===== src/rtl/cube_direction_to_texel_macros.svh =====
// Assertion macros shared by the cube direction to texel RTL.
`ifndef CUBE_DIRECTION_TO_TEXEL_MACROS_SVH
`define CUBE_DIRECTION_TO_TEXEL_MACROS_SVH

// Same-cycle implication, disabled in reset.
`define CDT_ASSERT_NOW(label, clk, rst, ante, cons, msg) \
   label: assert property (@(posedge clk) disable iff (rst) (ante) |-> (cons)) \
      else $error(msg);

// Next-cycle implication, disabled in reset.
`define CDT_ASSERT_NEXT(label, clk, rst, ante, cons, msg) \
   label: assert property (@(posedge clk) disable iff (rst) (ante) |=> (cons)) \
      else $error(msg);

`endif


===== src/rtl/cdt_pkg.sv =====
// Package: types and constants of the cube direction to texel block.
`default_nettype none
package cdt_pkg;
   localparam int COMPONENT_BITS = 16;
   localparam int EDGE_BITS      = 12;
   localparam int CSR_BITS       = 13;
   localparam int QUEUE_DEPTH    = 4;
   localparam int PROD_BITS      = EDGE_BITS + COMPONENT_BITS + 1;

   localparam logic [CSR_BITS-1:0] EDGE_RESET = CSR_BITS'(256);

   localparam logic [2:0] FACE_POS_X = 3'd0;
   localparam logic [2:0] FACE_NEG_X = 3'd1;
   localparam logic [2:0] FACE_POS_Y = 3'd2;
   localparam logic [2:0] FACE_NEG_Y = 3'd3;
   localparam logic [2:0] FACE_POS_Z = 3'd4;
   localparam logic [2:0] FACE_NEG_Z = 3'd5;

   typedef struct packed {
      logic signed [COMPONENT_BITS-1:0] dir_x;
      logic signed [COMPONENT_BITS-1:0] dir_y;
      logic signed [COMPONENT_BITS-1:0] dir_z;
   } req_type;

   typedef struct packed {
      logic [2:0]           face;
      logic [EDGE_BITS-1:0] u_coord;
      logic [EDGE_BITS-1:0] v_coord;
      logic                 invalid;
   } rsp_type;

   // Classified transaction handed from front to back.
   typedef struct packed {
      logic                      invalid;
      logic [2:0]                face;
      logic [COMPONENT_BITS:0]   num_s;
      logic [COMPONENT_BITS:0]   num_t;
      logic [COMPONENT_BITS-1:0] major;
   } work_type;
endpackage
`default_nettype wire


===== src/rtl/cube_direction_to_texel.sv =====
// Top level of the cube direction to texel block.
`default_nettype none
// Maps a signed direction to a cube face (0 +X, 1 -X, 2 +Y, 3 -Y, 4 +Z, 5 -Z)
// and exact integer texel coordinates floor((N-1)*(s+m)/(2m)). One transaction
// per cycle is sustained while neither rsp_stall nor a full queue holds it;
// the front register loads at acceptance, then come one queue slot, one span
// multiply stage and one quotient bit per divider stage.
// The zero vector returns invalid with face and coordinates zero. csr_data sets
// the edge length; write it only while no transaction is in flight.
module cube_direction_to_texel
   import cdt_pkg::*;
#(
   parameter int QUEUE_DEPTH_P = QUEUE_DEPTH
) (
   input  wire logic                clock,
   input  wire logic                reset,
   input  wire logic                req_valid,
   output logic                     req_stall,
   input  wire req_type             req_data,
   output logic                     rsp_valid,
   input  wire logic                rsp_stall,
   output rsp_type                  rsp_data,
   input  wire logic                csr_valid,
   output logic                     csr_ready,
   input  wire logic [CSR_BITS-1:0] csr_data
);
   logic     push, pop, queue_full, queue_not_empty;
   work_type push_data, pop_data;

   assign csr_ready = 1'b1;

   cdt_front u_front (
      .clock      (clock),
      .reset      (reset),
      .req_valid  (req_valid),
      .req_stall  (req_stall),
      .req_data   (req_data),
      .push       (push),
      .push_data  (push_data),
      .queue_full (queue_full)
   );

   cdt_queue #(.DEPTH(QUEUE_DEPTH_P)) u_queue (
      .clock     (clock),
      .reset     (reset),
      .push      (push),
      .push_data (push_data),
      .full      (queue_full),
      .pop       (pop),
      .not_empty (queue_not_empty),
      .pop_data  (pop_data)
   );

   cdt_back u_back (
      .clock      (clock),
      .reset      (reset),
      .csr_valid  (csr_valid && csr_ready),
      .csr_data   (csr_data),
      .item_valid (queue_not_empty),
      .item_data  (pop_data),
      .item_pop   (pop),
      .rsp_valid  (rsp_valid),
      .rsp_stall  (rsp_stall),
      .rsp_data   (rsp_data)
   );
endmodule
`default_nettype wire


===== src/rtl/cdt_front.sv =====
// Front end: accepts directions, picks the face and forms the numerators.
`default_nettype none
module cdt_front
   import cdt_pkg::*;
(
   input  wire logic     clock,
   input  wire logic     reset,
   input  wire logic     req_valid,
   output logic          req_stall,
   input  wire req_type  req_data,
   output logic          push,
   output work_type      push_data,
   input  wire logic     queue_full
);
   logic     valid_ff, valid_in;
   work_type work_ff, work_in;
   logic     advance;

   logic [COMPONENT_BITS-1:0] ax, ay, az, m;
   logic signed [COMPONENT_BITS:0] sx, sy, sz, s, t;
   logic [2:0] face;
   logic       zero;

   always_comb begin
      sx = {req_data.dir_x[COMPONENT_BITS-1], req_data.dir_x};
      sy = {req_data.dir_y[COMPONENT_BITS-1], req_data.dir_y};
      sz = {req_data.dir_z[COMPONENT_BITS-1], req_data.dir_z};
      ax = req_data.dir_x[COMPONENT_BITS-1] ? COMPONENT_BITS'(-sx) : req_data.dir_x;
      ay = req_data.dir_y[COMPONENT_BITS-1] ? COMPONENT_BITS'(-sy) : req_data.dir_y;
      az = req_data.dir_z[COMPONENT_BITS-1] ? COMPONENT_BITS'(-sz) : req_data.dir_z;
      zero = (ax == '0) && (ay == '0) && (az == '0);
      if (ax >= ay && ax >= az) begin
         m = ax;
         t = -sy;
         if (!req_data.dir_x[COMPONENT_BITS-1]) begin
            face = FACE_POS_X;
            s    = -sz;
         end else begin
            face = FACE_NEG_X;
            s    = sz;
         end
      end else if (ay >= az) begin
         m = ay;
         s = sx;
         if (!req_data.dir_y[COMPONENT_BITS-1]) begin
            face = FACE_POS_Y;
            t    = sz;
         end else begin
            face = FACE_NEG_Y;
            t    = -sz;
         end
      end else begin
         m = az;
         t = -sy;
         if (!req_data.dir_z[COMPONENT_BITS-1]) begin
            face = FACE_POS_Z;
            s    = sx;
         end else begin
            face = FACE_NEG_Z;
            s    = -sx;
         end
      end
      work_in.invalid = zero;
      work_in.face    = zero ? FACE_POS_X : face;
      work_in.num_s   = (COMPONENT_BITS+1)'(s + $signed({1'b0, m}));
      work_in.num_t   = (COMPONENT_BITS+1)'(t + $signed({1'b0, m}));
      work_in.major   = m;
   end

   assign advance   = !valid_ff || !queue_full;
   assign req_stall = !advance;
   assign push      = valid_ff && !queue_full;
   assign push_data = work_ff;
   assign valid_in  = advance ? req_valid : valid_ff;

   always_ff @(posedge clock) begin
      if (reset) begin
         valid_ff <= 1'b0;
      end else begin
         valid_ff <= valid_in;
      end
   end

   always_ff @(posedge clock) begin
      if (advance && req_valid) begin
         work_ff <= work_in;
      end
   end
endmodule
`default_nettype wire


===== src/rtl/cdt_queue.sv =====
// Short queue between the front and back ends.
`default_nettype none
module cdt_queue
   import cdt_pkg::*;
#(
   parameter int DEPTH = QUEUE_DEPTH
) (
   input  wire logic     clock,
   input  wire logic     reset,
   input  wire logic     push,
   input  wire work_type push_data,
   output logic          full,
   input  wire logic     pop,
   output logic          not_empty,
   output work_type      pop_data
);
   `include "cube_direction_to_texel_macros.svh"

   localparam int PTR_BITS = (DEPTH > 1) ? $clog2(DEPTH) : 1;
   localparam int CNT_BITS = $clog2(DEPTH + 1);
   localparam logic [PTR_BITS-1:0] LAST = PTR_BITS'(DEPTH - 1);
   localparam logic [CNT_BITS-1:0] FULL_COUNT = CNT_BITS'(DEPTH);

   work_type mem [DEPTH];
   logic [PTR_BITS-1:0] wr_ptr_ff, wr_ptr_in, rd_ptr_ff, rd_ptr_in;
   logic [CNT_BITS-1:0] count_ff, count_in;

   assign full      = (count_ff == FULL_COUNT);
   assign not_empty = (count_ff != '0);
   assign pop_data  = mem[rd_ptr_ff];

   always_comb begin
      wr_ptr_in = wr_ptr_ff;
      rd_ptr_in = rd_ptr_ff;
      count_in  = count_ff;
      if (push) begin
         wr_ptr_in = (wr_ptr_ff == LAST) ? '0 : wr_ptr_ff + 1'b1;
      end
      if (pop) begin
         rd_ptr_in = (rd_ptr_ff == LAST) ? '0 : rd_ptr_ff + 1'b1;
      end
      if (push && !pop) begin
         count_in = count_ff + 1'b1;
      end else if (pop && !push) begin
         count_in = count_ff - 1'b1;
      end
   end

   always_ff @(posedge clock) begin
      if (reset) begin
         wr_ptr_ff <= '0;
         rd_ptr_ff <= '0;
         count_ff  <= '0;
      end else begin
         wr_ptr_ff <= wr_ptr_in;
         rd_ptr_ff <= rd_ptr_in;
         count_ff  <= count_in;
      end
   end

   always_ff @(posedge clock) begin
      if (push) begin
         mem[wr_ptr_ff] <= push_data;
      end
   end

   `CDT_ASSERT_NOW(a_no_push_full, clock, reset, push, !full, "push into full queue")
   `CDT_ASSERT_NOW(a_no_pop_empty, clock, reset, pop, not_empty, "pop from empty queue")
   `CDT_ASSERT_NEXT(a_count_up, clock, reset, push && !pop,
      count_ff == $past(count_ff) + 1'b1, "queue count lost a push")
endmodule
`default_nettype wire


===== src/rtl/cdt_back.sv =====
// Back end: edge register, span multiply and pipelined restoring division.
`default_nettype none
module cdt_back
   import cdt_pkg::*;
(
   input  wire logic                clock,
   input  wire logic                reset,
   input  wire logic                csr_valid,
   input  wire logic [CSR_BITS-1:0] csr_data,
   input  wire logic                item_valid,
   input  wire work_type            item_data,
   output logic                     item_pop,
   output logic                     rsp_valid,
   input  wire logic                rsp_stall,
   output rsp_type                  rsp_data
);
   `include "cube_direction_to_texel_macros.svh"

   localparam int PW = PROD_BITS;
   localparam int DW = COMPONENT_BITS + 1;
   localparam logic [CSR_BITS:0] EDGE_MAX = (CSR_BITS+1)'(1 << EDGE_BITS);

   logic [CSR_BITS-1:0]  edge_ff;
   logic [CSR_BITS:0]    n_eff;
   logic [EDGE_BITS-1:0] span;
   logic                 adv;

   logic                 valid_ff   [EDGE_BITS+1];
   logic                 invalid_ff [EDGE_BITS+1];
   logic [2:0]           face_ff    [EDGE_BITS+1];
   logic [DW-1:0]        den_ff     [EDGE_BITS+1];
   logic [PW-1:0]        rem_u_ff   [EDGE_BITS+1];
   logic [PW-1:0]        rem_v_ff   [EDGE_BITS+1];
   logic [EDGE_BITS-1:0] q_u_ff     [EDGE_BITS+1];
   logic [EDGE_BITS-1:0] q_v_ff     [EDGE_BITS+1];

   always_ff @(posedge clock) begin
      if (reset) begin
         edge_ff <= EDGE_RESET;
      end else if (csr_valid) begin
         edge_ff <= csr_data;
      end
   end

   always_comb begin
      n_eff = {1'b0, edge_ff};
      if (edge_ff == '0) begin
         n_eff = (CSR_BITS+1)'(1);
      end else if (n_eff > EDGE_MAX) begin
         n_eff = EDGE_MAX;
      end
      span = EDGE_BITS'(n_eff - 1'b1);
   end

   assign adv      = !valid_ff[EDGE_BITS] || !rsp_stall;
   assign item_pop = adv && item_valid;

   always_ff @(posedge clock) begin
      if (reset) begin
         valid_ff[0] <= 1'b0;
      end else if (adv) begin
         valid_ff[0] <= item_valid;
      end
   end

   always_ff @(posedge clock) begin
      if (adv) begin
         invalid_ff[0] <= item_data.invalid;
         face_ff[0]    <= item_data.face;
         den_ff[0]     <= {item_data.major, 1'b0};
         rem_u_ff[0]   <= PW'(span) * PW'(item_data.num_s);
         rem_v_ff[0]   <= PW'(span) * PW'(item_data.num_t);
         q_u_ff[0]     <= '0;
         q_v_ff[0]     <= '0;
      end
   end

   for (genvar j = 1; j <= EDGE_BITS; j++) begin : g_div
      localparam int B = EDGE_BITS - j;
      logic [PW-1:0] trial;
      logic          take_u, take_v;

      assign trial  = PW'(den_ff[j-1]) << B;
      assign take_u = rem_u_ff[j-1] >= trial;
      assign take_v = rem_v_ff[j-1] >= trial;

      always_ff @(posedge clock) begin
         if (reset) begin
            valid_ff[j] <= 1'b0;
         end else if (adv) begin
            valid_ff[j] <= valid_ff[j-1];
         end
      end

      always_ff @(posedge clock) begin
         if (adv) begin
            invalid_ff[j] <= invalid_ff[j-1];
            face_ff[j]    <= face_ff[j-1];
            den_ff[j]     <= den_ff[j-1];
            rem_u_ff[j]   <= take_u ? rem_u_ff[j-1] - trial : rem_u_ff[j-1];
            rem_v_ff[j]   <= take_v ? rem_v_ff[j-1] - trial : rem_v_ff[j-1];
            q_u_ff[j]     <= q_u_ff[j-1] | (EDGE_BITS'(take_u) << B);
            q_v_ff[j]     <= q_v_ff[j-1] | (EDGE_BITS'(take_v) << B);
         end
      end
   end

   assign rsp_valid        = valid_ff[EDGE_BITS];
   assign rsp_data.invalid = invalid_ff[EDGE_BITS];
   assign rsp_data.face    = face_ff[EDGE_BITS];
   assign rsp_data.u_coord = invalid_ff[EDGE_BITS] ? '0 : q_u_ff[EDGE_BITS];
   assign rsp_data.v_coord = invalid_ff[EDGE_BITS] ? '0 : q_v_ff[EDGE_BITS];

   `CDT_ASSERT_NOW(a_invalid_zero, clock, reset, rsp_valid && rsp_data.invalid,
      rsp_data.face == FACE_POS_X, "invalid transaction with nonzero face")
   `CDT_ASSERT_NOW(a_u_in_range, clock, reset, rsp_valid,
      rsp_data.u_coord <= span && rsp_data.v_coord <= span, "texel beyond face edge")
   `CDT_ASSERT_NEXT(a_rsp_hold, clock, reset, rsp_valid && rsp_stall,
      rsp_valid && $stable(rsp_data), "stalled transaction changed")
endmodule
`default_nettype wire

===== config.mk =====
export PLATFORM = sky130hd
export DESIGN_NAME = cube_direction_to_texel
export DESIGN_NICKNAME = d
export VERILOG_FILES = /design/src/rtl/cdt_pkg.sv /design/src/rtl/cube_direction_to_texel.sv /design/src/rtl/cdt_front.sv /design/src/rtl/cdt_queue.sv /design/src/rtl/cdt_back.sv
export VERILOG_INCLUDE_DIRS = /design/src /design/src/rtl
export SDC_FILE = /design/constraint.sdc
export NUM_CORES = 2
export LEC_CHECK = 0
export ABC_AREA = 1
export ABC_CLOCK_PERIOD_IN_PS = 75500
export BUFFER_PORTS_ARGS = -buffer_cell sky130_fd_sc_hd__clkbuf_2
export CORE_MARGIN = 5
export CORE_UTILIZATION = 49
export DETAILED_ROUTE_END_ITERATION = 10
export SLEW_MARGIN = 20
export SYNTH_ARGS = -nofsm -noshare
export SYNTH_HDL_FRONTEND = slang
export SYNTH_SLANG_ARGS = --single-unit

===== constraint.sdc =====
create_clock -name clock -period 75.5 [get_ports clock]
set_input_delay 7.55 -clock clock [delete_from_list [all_inputs] [get_ports clock]]
set_output_delay 7.55 -clock clock [all_outputs]
set_load 0.005 [all_outputs]

=== Word level (Yosys, flattened, before mapping) ===
Memories as Yosys holds them, arrays and structs flattened. A register that Yosys moved wholly into a read port is not among the register bits.
Cells that the tools add are included.
W data, S select, Z words.

* Bits of input ports: 66
* Output and inout bits: 31
* Word-level logic and storage cells: 218
* Memories kept: 9
* Register bits: 75
* Bits in writable memories: 1,568

* Multiplexer cells: 72
* Order comparisons: 28
* Bitwise operators: 37
* Reductions and logical operators: 23
* $add $sub $neg: 34
* Equality and inequality tests: 3
* Multiply operators: 2

{| class="wikitable"
|+ Memory list
! name !! depth !! bits a word !! rd ports !! clocked after memory_dff !! write ports !! line !! RTL
|-
| u_back.rem_u_ff || 13 || 29 || 12 || 0 || 13 || cdt_back.sv:32 || <nowiki>logic [PW-1:0] rem_u_ff [EDGE_BITS+1];</nowiki>
|-
| u_back.rem_v_ff || 13 || 29 || 12 || 0 || 13 || cdt_back.sv:33 || <nowiki>logic [PW-1:0] rem_v_ff [EDGE_BITS+1];</nowiki>
|-
| u_back.den_ff || 13 || 17 || 12 || 0 || 13 || cdt_back.sv:31 || <nowiki>logic [DW-1:0] den_ff [EDGE_BITS+1];</nowiki>
|-
| u_queue.mem || 4 || 54 || 1 || 1 || 1 || cdt_queue.sv:24 || <nowiki>work_type mem [DEPTH];</nowiki>
|-
| u_back.q_u_ff || 13 || 12 || 13 || 0 || 13 || cdt_back.sv:34 || <nowiki>logic [EDGE_BITS-1:0] q_u_ff [EDGE_BITS+1];</nowiki>
|-
| u_back.q_v_ff || 13 || 12 || 13 || 0 || 13 || cdt_back.sv:35 || <nowiki>logic [EDGE_BITS-1:0] q_v_ff [EDGE_BITS+1];</nowiki>
|-
| +3 memories || n/a || n/a || n/a || n/a || n/a || n/a ||
|}

{| class="wikitable"
|+ Operator list
! operator !! count
|-
| $mux W29 || 24
|-
| $mux W17 || 7
|-
| $mux W16 || 5
|-
| $ge A29 B17 Y1 || 2
|-
| $ge A29 B18 Y1 || 2
|-
| $ge A29 B19 Y1 || 2
|-
| $ge A29 B20 Y1 || 2
|-
| $ge A29 B21 Y1 || 2
|-
| $ge A29 B22 Y1 || 2
|-
| $ge A29 B23 Y1 || 2
|-
| $ge A29 B24 Y1 || 2
|-
| $ge A29 B25 Y1 || 2
|-
| $ge A29 B26 Y1 || 2
|-
| $ge A29 B27 Y1 || 2
|-
| $ge A29 B28 Y1 || 2
|-
| $mul A12 B17 Y29 || 2
|-
| $sub A29 B17 Y29 || 2
|-
| $sub A29 B18 Y29 || 2
|-
| $sub A29 B19 Y29 || 2
|-
| $sub A29 B20 Y29 || 2
|-
| $sub A29 B21 Y29 || 2
|-
| $sub A29 B22 Y29 || 2
|-
| $sub A29 B23 Y29 || 2
|-
| $sub A29 B24 Y29 || 2
|-
| 38 further kinds || 121
|}

=== Longest topological paths before layout ===
* Word-level depth: 7
* Depth in mapped cells: 37
* Gate-level depth less buffers: 36

=== Cells and area by module ===
Synthesis repeated with hierarchy kept, for this count alone.

* Cell total of the unflattened synthesis: 10,965
* Area, all modules: 95,198.8 um^2

{| class="wikitable"
|+ Modules (own cells, without submodules)
! module !! area an instance (um^2) !! times used !! cells an instance
|-
| cdt_back || 79,367.4 || 1 || 9,282
|-
| cdt_queue || 8,445.6 || 1 || 582
|-
| cdt_front || 7,374.6 || 1 || 1,099
|-
| cube_direction_to_texel || 11.3 || 1 || 2
|}

=== Worst setup path after synthesis ===
No wires, ideal clock.

* Path type: input -> register
* Start point: input port rsp_stall
* End point: register u_queue.count_ff[1]
* Data arrival time: 33.695 ns
* Slack: 41.685 ns
* Stages on the path: 9
* Path buffers: 0
* Library setup time: 0.119 ns
* Data required time: 75.381 ns
* Cells stage by stage: nand2_1 > inv_1 > a31oi_1 > inv_1 > ha_1 > inv_1 > fa_1 > o21ai_0 > a21oi_1

* Word-level cells in the longest chain between the ends: 6
* Elaborated cells on any way between the ends: 8
* Classes of those cells: 1 x mux; 7 x reduce/logical

{| class="wikitable"
|+ Ends and longest elaborated chain
! element !! line !! RTL
|-
| start, declared || cube_direction_to_texel.sv:21 || <nowiki>input wire logic rsp_stall,</nowiki>
|-
| $logic_not A1 Y1 || cdt_back.sv:55 || <nowiki>assign adv = !valid_ff[EDGE_BITS] || !rsp_stall;</nowiki>
|-
| $logic_or A1 B1 Y1 || cdt_back.sv:55 ||
|-
| $logic_and A1 B1 Y1 || cdt_back.sv:56 || <nowiki>assign item_pop = adv && item_valid;</nowiki>
|-
| $logic_not A1 Y1 || cdt_queue.sv:42 || <nowiki>if (push && !pop) begin</nowiki>
|-
| $logic_and A1 B1 Y1 || cdt_queue.sv:42 ||
|-
| $mux W3 || cdt_queue.sv:42 ||
|-
| net u_queue.count_in[1] || cdt_queue.sv:26 || <nowiki>logic [CNT_BITS-1:0] count_ff, count_in;</nowiki>
|-
| end signal, assigned || cdt_queue.sv:57 || <nowiki>count_ff <= count_in;</nowiki>
|-
| end, declared || cdt_queue.sv:26 ||
|}

The timed path passes the listed nets, and every way through them passes these cells.
A chain may end at the register's enable or synchronous reset.

==> impl_metrics.yaml <==
outcome:
  status: "finished clean"
setup_path:
  crit_top_cell: "nand2_1"
  cp_data_required_time_ns: 76.04
  critPathLaunchType: "input port"
  setup.worst_path.end_class: "flip-flop"
  cp_max_fo: 29
  worstReg2RegStart: "u_back.edge_ff[7]$_SDFFE_PP0P_"
  reg2reg_depth: 33
  timing.rr.end: "u_back.rem_u_ff[0][28]$_DFFE_PN_"
  worstSetupPathType: "in2reg"
  slowest_delay_ns: 0.72
  crit_slowest_cell: "nand2_1"
  r2r_slack_ns: 67.25
  critPathArrivalTime_ns: 14.62
synthesis:
  synth_cells: 10100
  synthArstFlopShare_pct: 0
  synth.avg_cell_area_um2: 9.11
  netlist_area_um2: 92300
  synth_ff_type: "edfxtp_1"
  synth_edf_count: 1379
  netlist.top_cell.by_area: "edfxtp_1"
  syn_nets: 11100
  synth.most_common_cell: "nand2_1"
  synth-seq-cells: 1402
  yosysWarnings: 0
  yosysSeqAreaShare_pct: 45.4
  ys_types: 72
  yosys-top-cells-count: "nand2_1 (2341), edfxtp_1 (1379), inv_1 (1352)"
  synthTopCellsByArea: "edfxtp_1 (45%), nand2_1 (9.5%), ha_1 (8.3%), fa_1 (7.0%), inv_1 (5.5%)"
  synth_top_area_share_pct: 44.9
clock_network:
  cts_tree: "done"
  cts-root-buf: "clkbuf_16"
  post_cts_buffers: 0
  cts_buffers: 157
  cts-resized-gates: 0
  hold_buffers: 0
  h-tree-depth: 4
  clock_path_buffers: 3
  clk_latency_ns: 0.80
  clk_pin_slew_ns: 0.06
  clock-sinks: 1402
detailed_routing:
  vias_per_cell: 5.49
  drt_first_pass_iters: 6
  vias: 70700
  drc: 0
  ant_nets: 0
  drt-initial-drc-count: 5589
  routed_wl_um: 274000
  wl_per_cell_um: 21.2
timing:
  relSlewSlack_pct: 27.2
  setup_viol_count_final: 0
  skew_ns: 0.0315
  tightest_slew_ns: 1.09
  rsz0062_at_grt: "no"
  max_freq_mhz: 71.0
  hold_viol: 0
  hold_ws_ns: 0.406
  final_max_slew_viol_count: 0
  fin_crit_ns: 14.08
  setup_tns_ns: 0
  period_share_pct: 18.7
floorplanning:
  fp-row-count: 159
  die_h_um: 444
  io_pins: 97
  start_util_pct: 49.2
  die_w_um: 444
  core_area_um2: 188000
  die_area_um2: 197000
min_path:
  holdPathStages: 0
  hold_path_class: "reg2reg"
  min-delay-start: "u_back.q_u_ff[2][35]$_DFFE_PN_"
  min_to: "u_back.q_u_ff[2][47]$_DFFE_PN_"
global_routing:
  grt_max_degree: 178
  grtUsageTotal_pct: 27.3
  use_met3_pct: 2.97
  grtUsageMet1_pct: 36.4
  grt_pass1_vias: 68500
  grt_busiest_layer: "met2"
  met2_usage_pct: 46.5
  grt_pass1_wl_um: 415000
  antenna_found_initial: 1
  grt_overflow: 0
finish:
  ff_latch_area_um2: 41900
  num-fill-cells: 17300
  drive_gt1_share_pct: 5.60
  multi_input_area_um2: 44300
  syn2layout_area_growth_pct: 8.77
  fin_nets: 11300
  finish.utilization_pct: 53.5
placement:
  portBuffers: 95
  gp_congestion: 0.938
  dp_hpwl_um: 218000
run:
  maxCapViolCount: 0
critical path: cells and delay by family:
kind / cells / cell delay [ns]
buffers and inverters: 5 / 1.45
adders and majority gates: 4 / 1.33
AOI/OAI and AO/OA: 3 / 0.87
and+or+nand+nor: 21 / 3.38
cell families (layout without fill, tap and decap cells):
kind of cell | count (synthesis) | after routing | synth area share (%)
and+or+nand+nor | 4152 | 4152 | 18.6
AOI/OAI and AO/OA | 1654 | 1654 | 9.99
buffers and inverters | 1573 | 1819 | 6.72
DFF | 1402 | 1402 | 45.4
adders and majority gates | 936 | 936 | 15.3
xor gates and xnor gates | 417 | 417 | 3.96
other | 1 | 3 | 0.00406
flip-flops by register name (all words and copies together) (netlist names), 3 cells and up, named ones only:
signal / flops
u_back.invalid_ff: 13
u_back.valid_ff: 13
u_back.q_u_ff: 78
u_back.rem_v_ff: 348
u_back.face_ff: 39
u_queue.mem: 216
u_queue.count_ff: 3
u_back.edge_ff: 13
u_back.den_ff: 192
u_back.q_v_ff: 78
u_front.push_data: 54
u_back.rem_u_ff: 348
routing by layer:
layer | up-vias | wire length (um)
met5 | - | 0
met3 | 438 | 12800
met2 | 2048 | 133000
met1 | 34000 | 117000
met4 | 0 | 10700
li1 | 34200 | -
area by class of cell:
cell class                      instances  share of cell area, %
Clock buffer                          188                   4.12
Timing Repair Buffer                  147                  0.900
Inverter                             1388                   5.19
Multi-Input combinational cell       7160                   44.1
Sequential cell                      1402                   41.7
Tap cell                             2495                   3.11
Clock inverter                         96                  0.871
Antenna cell                            2                0.00498
how the worst max path moves through the flow:
stage / start / cells past startpoint / to
floorplan: rsp_stall / 9 / u_queue.count_ff[1]$_SDFFE_PP0P_
global placement: req_data[32] / 33 / u_front.push_data[47]$_DFFE_PP_
detailed placement: req_data[32] / 33 / u_front.push_data[47]$_DFFE_PP_
CTS: req_data[32] / 33 / u_front.push_data[47]$_DFFE_PP_
global route: req_data[32] / 33 / u_front.push_data[47]$_DFFE_PP_
finish: req_data[32] / 33 / u_front.push_data[47]$_DFFE_PP_
stage by stage:
step                      setup slack, ns  instance area (um^2)  std cells
after global routing                60.77                100000      12900
after detailed placement            60.63                 95400      12600
final                               61.42                100000      12900
after global placement              60.72                 95400      12600
after CTS                           61.48                100000      12900
after floorplan                     41.69                 92300      10100
cells in the final DEF, fill, tap and decap left out, types with 52 or more instances in the layout:
master,count
a21o_1,56
nand3_1,440
edfxtp_1,1379
ha_1,611
a21oi_1,601
o21ai_1,75
inv_1,1349
nor3_1,128
clkbuf_16,160
xor2_1,238
fa_1,325
o21ai_0,627
nand4_1,109
nor2_1,914
xnor2_1,179
nand2_1,2340
a31oi_1,52
clkbuf_2,95
nor4_1,55
or2_2,63
Power is not shown: default switching activity piles up to over one toggle a cycle in this logic, so the estimate is an artifact.
